**src/rtl/core/hvt_pkg.sv**
```systemverilog
`timescale 1ns / 1ps
package hvt_pkg;

  // Q(32-F).F fixed-point word
  typedef logic signed [31:0] fx_t;

  localparam int FRAC_BITS_DEF = 16;
  localparam int NUM_REGS      = 8;
  localparam int CFG_ADDR_W    = 4;

  // register indexes that carry the identity at reset
  localparam logic [2:0] REG_ROW0_C01 = 3'd0;
  localparam logic [2:0] REG_ROW1_C01 = 3'd2;
  localparam logic [2:0] REG_ROW2_C23 = 3'd5;
  localparam logic [2:0] REG_ROW3_C23 = 3'd7;

  // divider: quotient bits resolved per pipeline stage
  localparam int DIV_STEPS  = 2;
  localparam int DIV_STAGES = 32 / DIV_STEPS;
  localparam int DIV_LAT    = DIV_STAGES + 1;

  localparam logic signed [31:0] FX_MAX = 32'sh7fffffff;
  localparam logic signed [31:0] FX_MIN = 32'sh80000000;

  // clamp a wide signed value to 32 bits
  function automatic fx_t sat_fx(input logic signed [65:0] v);
    fx_t r;
    if (v > 66'(FX_MAX)) r = FX_MAX;
    else if (v < 66'(FX_MIN)) r = FX_MIN;
    else r = v[31:0];
    return r;
  endfunction

endpackage

```
**src/rtl/core/hvt_div_lane.sv**
```systemverilog
`timescale 1ns / 1ps
module hvt_div_lane #(
  parameter int FRAC_BITS = hvt_pkg::FRAC_BITS_DEF
) (
  input  logic         clk,
  input  logic         adv,
  input  hvt_pkg::fx_t c_i,
  input  hvt_pkg::fx_t w_i,
  output hvt_pkg::fx_t q_o
);
  import hvt_pkg::*;

  logic [31:0] abs_c, abs_w;
  logic [FRAC_BITS-1:0] hi;
  logic [31:0] lo;

  logic [31:0] rem_r [DIV_LAT];
  logic [31:0] nb_r  [DIV_LAT];
  logic [31:0] q_r   [DIV_LAT];
  logic [31:0] d_r   [DIV_LAT];
  logic        ovf_r [DIV_LAT];
  logic        neg_r [DIV_LAT];

  // magnitudes; dividend is |c| << FRAC_BITS split at bit 32
  always_comb begin
    abs_c = c_i[31] ? (~c_i + 32'd1) : c_i;
    abs_w = w_i[31] ? (~w_i + 32'd1) : w_i;
    hi    = abs_c[31 -: FRAC_BITS];
    lo    = {abs_c[31-FRAC_BITS:0], {FRAC_BITS{1'b0}}};
  end

  // setup stage: quotient of 2^32 or more only needs a compare
  always_ff @(posedge clk) begin
    if (adv) begin
      rem_r[0] <= 32'(hi);
      nb_r[0]  <= lo;
      q_r[0]   <= '0;
      d_r[0]   <= abs_w;
      ovf_r[0] <= 32'(hi) >= abs_w;
      neg_r[0] <= c_i[31] ^ w_i[31];
    end
  end

  // restoring steps, DIV_STEPS bits per stage
  for (genvar k = 1; k < DIV_LAT; k++) begin : g_stage
    logic [31:0] rem_nxt, nb_nxt, q_nxt;
    logic [32:0] t;
    always_comb begin
      rem_nxt = rem_r[k-1];
      nb_nxt  = nb_r[k-1];
      q_nxt   = q_r[k-1];
      t       = '0;
      for (int s = 0; s < DIV_STEPS; s++) begin
        t      = {rem_nxt, nb_nxt[31]};
        nb_nxt = {nb_nxt[30:0], 1'b0};
        if (t >= {1'b0, d_r[k-1]}) begin
          t     = t - {1'b0, d_r[k-1]};
          q_nxt = {q_nxt[30:0], 1'b1};
        end else begin
          q_nxt = {q_nxt[30:0], 1'b0};
        end
        rem_nxt = t[31:0];
      end
    end
    always_ff @(posedge clk) begin
      if (adv) begin
        rem_r[k] <= rem_nxt;
        nb_r[k]  <= nb_nxt;
        q_r[k]   <= q_nxt;
        d_r[k]   <= d_r[k-1];
        ovf_r[k] <= ovf_r[k-1];
        neg_r[k] <= neg_r[k-1];
      end
    end
  end

  // sign and saturation
  always_comb begin
    if (neg_r[DIV_LAT-1]) begin
      if (ovf_r[DIV_LAT-1] || q_r[DIV_LAT-1] > 32'h80000000) q_o = FX_MIN;
      else q_o = 32'd0 - q_r[DIV_LAT-1];
    end else begin
      if (ovf_r[DIV_LAT-1] || q_r[DIV_LAT-1][31]) q_o = FX_MAX;
      else q_o = q_r[DIV_LAT-1];
    end
  end

endmodule

```
**config.mk**
```make
export PLATFORM = sky130hd
export DESIGN_NAME = hvt_div_lane
export DESIGN_NICKNAME = d
export VERILOG_FILES = /design/src/rtl/core/hvt_pkg.sv /design/src/rtl/core/hvt_div_lane.sv
export SDC_FILE = /design/constraint.sdc
export NUM_CORES = 2
export LEC_CHECK = 0
export ABC_AREA = 0
export BUFFER_PORTS_ARGS = -buffer_cell sky130_fd_sc_hd__buf_2
export CORE_ASPECT_RATIO = 2
export CORE_MARGIN = 2
export CORE_UTILIZATION = 29
export CTS_CLUSTER_DIAMETER = 120
export DETAILED_ROUTE_END_ITERATION = 12
export GPL_TIMING_DRIVEN = 1
export PLACE_DENSITY = 0.41
export SKIP_LAST_GASP = 1
export SLEW_MARGIN = 20
export SYNTH_ARGS = -nofsm -noshare
export SYNTH_HDL_FRONTEND = slang
export SYNTH_SLANG_ARGS = --single-unit
```
**constraint.sdc**
```tcl
create_clock -name clk -period 7.15 [get_ports clk]
set_input_delay 0.715 -clock clk [delete_from_list [all_inputs] [get_ports clk]]
set_output_delay 0.715 -clock clk [all_outputs]
set_load 0.01 [all_outputs]
```
; Yosys cells after proc, flatten, opt, wreduce, memory -nomap -nowiden
; Memories as Yosys holds them, arrays and structs flattened.
; Cells that the tools add are included.
; W data, S select, Z words.
[totals]
reg_bits = 0
ram_bits = 2176
inputBits = 66
wordCells = 151
memories = 6
[classes]
addsub = 35
magnitude_cmp = 34
muxes = 71
bitwise_logic = 3
reduce_logical = 2
[mem_list]
columns = memory, words, width, rd, rd_ports_with_merged_regs, wr, line
row1 = d_r, 17, 32, 16, 0, 17, hvt_div_lane.sv:20  ; logic [31:0] d_r [DIV_LAT];
row2 = q_r, 17, 32, 17, 0, 17, hvt_div_lane.sv:19  ; logic [31:0] q_r [DIV_LAT];
row3 = rem_r, 17, 32, 16, 0, 17, hvt_div_lane.sv:17  ; logic [31:0] rem_r [DIV_LAT];
row4 = nb_r, 17, 30, 16, 0, 17, hvt_div_lane.sv:18  ; logic [31:0] nb_r [DIV_LAT];
row5 = neg_r, 17, 1, 17, 0, 17, hvt_div_lane.sv:22  ; logic neg_r [DIV_LAT];
row6 = ovf_r, 17, 1, 17, 0, 17, hvt_div_lane.sv:21  ; logic ovf_r [DIV_LAT];
[ops]
columns = op, count
row1 = $mux W32, 37
row2 = $ge A33 B32 Y1, 32
row3 = $sub A32 B32 Y32, 32
row4 = $add A32 B1 Y32 const B, 2
row5 = $not A32 Y32, 2
row6 = $mux W1, 34
row7 = $ge A16 B32 Y1, 1
row8 = $gt A32 B32 Y1 const B, 1
row9 = $sub A1 B32 Y32 const A, 1
row10 = $logic_or A1 B1 Y1, 2
row11 = $xor A1 B1 Y1, 1

; Depth between registers and ports, before layout
; An unclocked memory read counts as a cell.
[logic_depth]
word_depth = 5
ltp_mapped = 30

; Least setup slack after synthesis
; OpenSTA, ideal clock, no wires.
[synth_timing]
kind = reg2reg
startpoint = memory d_r[5][1] (netlist: d_r[0][161])
endpoint = memory rem_r[6][30] (netlist: rem_r[0][222]) (data pin)
setup_time_ns = 0.260
t_arrival_ns = 5.902
required_time_ns = 6.890
path_slack_ns = 0.988
stages_incl_launch_ff = 27
n_path_buf = 2
path_cell_list = edfxtp_1 -> inv_1 -> ha_1 -> nor2b_1 -> o31a_1 -> o31ai_1 -> nand3_1 -> o2111a_1 -> o211a_1 -> nand3b_1 -> a31oi_1 -> buf_2 -> buf_1 -> nand2_1 -> o31ai_1 -> ha_1 -> a21oi_1 -> o21bai_1 -> a2111oi_0 -> o22ai_1 -> a221oi_1 -> o21ai_0 -> a311o_1 -> a21oi_1 -> mux2_2 -> o2111ai_1 -> mux2_2
[synth_lines]
columns = item, line
row1 = start: declaration, hvt_div_lane.sv:20
row2 = end: declaration, hvt_div_lane.sv:17

==> key figures <==
Run status
  • Status: completed

Job
  • Max_cap viols: 0

Worst setup path
  • Most frequent CP cell: buf_4
  • CP arrival: between 7 and 8 ns
  • Worst path max stage delay: between 0.5 and 0.6 ns
  • Critical Path End Type: flop
  • Slowest-stage cell, CP: or4_1
  • Worst R2R Path Depth: 26
  • WP data required: around 7.8 ns
  • Critical Path Start Type: flop
  • CP Max Fanout: 41
  • Crit Path Class: reg -> reg

Cells and area
  • Layout area overhead: 27.5%
  • Design Area, Final: around 130000 µm²
  • Final core occ: a little under two fifths
  • Commonest non-fill, non-tap cell in the layout: buf_4
  • Share of layout cells above drive strength 1: 25.3%
  • Most frequent cells in the layout: buf_4 (2054), edfxtp_1 (1386), ha_1 (1013)
  • # nets final: about 14000

Synthesis
  • Cells after Synth: about 11000
  • Netlist Area Pre-Place: approximately 100000 µm²
  • Async SR Flop Fraction: 0%
  • Sequential-to-total area share from yosys stat: between 30 and 40%
  • Synth unique cells: 100
  • Ys Warns: 0
  • Post-Syn Area per Cell: 9.95 µm²
  • Compound-gate portion of the synthesized area: a little under a fifth
  • Main combinational cell family by area after synthesis: compound AO/OA/AOI/OAI gates
  • Net Count, Synth: roughly 12000
  • Mux share of post-synthesis cell area: between 5 and 6%
  • Area share of and/or/nand/nor cells after synthesis: between 10 and 15%
  • Yosys reg bits: roughly 1400
  • Number of synthesized flops with an enable pin: around 1400
  • Xor/xnor share of the synthesized area: around 7.3%
  • Main synth FF type: edfxtp_1
  • Post-synthesis adder-cell area fraction: approximately 13%

Route
  • Number of routed nets with antenna violations: 0
  • DR iter-0 viols: roughly 3200
  • Vias per cell: 5.22
  • Drt first pass iters: 5
  • Routed vias: slightly above 90000
  • WL final: between 400 and 500 mm
  • Per-cell routed wire length: 26.8 µm
  • DRC: 0

Floorplan
  • IO Pins: between 90 and 100
  • Chip width: between 400 and 500 µm
  • Die Height: about 850 µm
  • FP Rows: around 310
  • Core area: roughly 360000 µm²
  • Initial core utilization: 29.1%
  • Die area: between 300000 and 400000 µm²

Timing
  • Worst-Margin Slew: approximately 1.4 ns
  • Min cycle time layout: around 7 ns
  • FMAX: around 0.14 GHz
  • Setup tns final: 0 ns
  • Final Slew Violations: 0
  • Slew headroom: under 10%
  • Setup ws final: 0.0700 ns
  • Final hold violations: 0
  • # setup viols final: 0
  • Worst Skew: between 0.07 and 0.08 ns
  • Period Utilization, post-route: between 90% and 100%
  • RSZ-0062 raised after global routing: true

Clock tree
  • Root Driver: clkbuf_16
  • CTS tree: built
  • Clock Latency Late Sink: between 0.9 and 1 ns
  • CTS H-tree depth: 4
  • Hold bufs inserted after CTS: 0
  • Num CTS Buffers: 164
  • Clock sink count: around 1400
  • Clock transition at path regs: roughly 0.060 ns
  • Clk buf depth: 4

Global routing
  • Grt ovf: 0
  • Vias in the first global route: just over 100k
  • Global-route wire length before repair: 651 mm
  • Largest net degree at the start of global routing: ~180
  • Antenna violations before repair: 12
  • Total GRT Usage: 24.8%

Placement
  • Dpl ws: -1.48 ns
  • Routability Congestion: 1.02
  • Port-buffer cells: 97
  • Dpl hpwl: slightly below 400 mm
  • Cell Area, Placed: around 130000 µm²

Hold path
  • Hold path cells: 1
  • Min-Delay Path Class: in -> reg
layer usage:
| metal | GRT usage (%) | up-vias | part of all wire [%] |
|---|---|---|---|
| met4 | 34.1 | 2 | 17 |
| met3 | 2.56 | 1647 | 2.1 |
| li1 | - | 43494 | - |
| met5 | 0 | - | 0.0028 |
| met2 | 54.8 | 2059 | 61 |
| met1 | 12.6 | 44162 | 20 |
critical path: cells and delay by family, from the launching register on:
kind | cells | cell delay [ns]
AO/OA/AOI/OAI | 12 | 2.77
adder cells (fa/ha/maj) | 2 | 0.59
buffers and inverters | 7 | 1.28
flip-flops | 1 | 0.44
multiplexers | 2 | 0.75
AND/OR/NAND/NOR | 3 | 0.90
what timing repair did:
item / CTS / global route
setup buffers: 13 / 19
resized for setup: 101 / 98
setup endpoints to repair: 270 / 330
cloned: 2 / 6
pin swaps: 19 / 20
state kept, by name, summed over array words and instances (netlist names):
signal,count
rem_r,496
neg_r,17
q_r,272
nb_r,72
d_r,512
ovf_r,17
cell usage after synthesis (20+ instances only):
cell / count / area share [%]
nor3_1: 158 / 0.76
edfxtp_1: 1386 / 40
a31o_2: 28 / 0.23
o211ai_1: 41 / 0.29
a31oi_1: 91 / 0.54
a21oi_1: 987 / 4.7
a211o_1: 22 / 0.18
xnor2_1: 613 / 5.1
o2111ai_1: 22 / 0.18
inv_1: 812 / 2.9
buf_1: 20 / 0.072
a221oi_1: 23 / 0.19
or3_1: 45 / 0.27
mux2i_1: 29 / 0.28
nand3_1: 210 / 1.0
a211oi_1: 79 / 0.57
and3_1: 89 / 0.53
o31ai_1: 78 / 0.56
nand2_1: 669 / 2.4
or2_2: 44 / 0.26
o21bai_1: 112 / 0.80
mux2_2: 512 / 5.5
xor2_1: 259 / 2.2
o31a_1: 32 / 0.27
fa_1: 24 / 0.46
o41ai_1: 30 / 0.25
and2_1: 54 / 0.32
o311ai_1: 22 / 0.18
nor4_1: 47 / 0.28
a21o_1: 472 / 3.4
nand2b_1: 120 / 0.72
o21a_1: 163 / 1.2
clkbuf_1: 140 / 0.50
nor2_1: 692 / 2.5
and4_1: 27 / 0.23
nand4_1: 135 / 0.81
o21ai_0: 660 / 3.2
buf_2: 59 / 0.28
nor2b_1: 110 / 0.66
a21boi_0: 30 / 0.22
ha_1: 1020 / 12
stage by stage:
stage,hold WS (ns),std cells
after floorplan,0.400,10509
after global placement,0.400,17184
after detailed placement,0.405,17184
after CTS,0.0234,17478
after global routing,0.0612,17510
final,0.0961,17513
layout make-up:
cell class	instances	area (µm²)
inverters	820	3090
fillers	35965	226000
clock buffers	199	4340
well taps	4695	5870
clock inverters	80	711
diodes	10	25.0
multi-input cells	8080	59900
flip-flops and latches	1386	41600
repair buffers	2243	17700
cell families (layout without fill, tap and decap cells):
group / Yosys count / count (layout)
buffers and inverters: 1044 / 3342
and+or+nand+nor: 2489 / 2489
xor gates and xnor gates: 872 / 872
muxes: 541 / 541
AOI/OAI and AO/OA: 3133 / 3134
adders and majority gates: 1044 / 1044
other: 0 / 10
DFF: 1386 / 1386
final timing paths:
| kind | startpoint | endpoint | slack [ns] |
|---|---|---|---|
| max | rem_r[0][32] | rem_r[0][65] | 0.07 |
| min | c_i[0] | nb_r[0][14] | 0.1 |
| max reg2reg | rem_r[0][32] | rem_r[0][65] | 0.07 |
| min reg2reg | q_r[0][425] | q_r[0][459] | 0.40 |
Power is not shown: default switching activity piles up to over one toggle a cycle in this logic, so the estimate is an artifact.
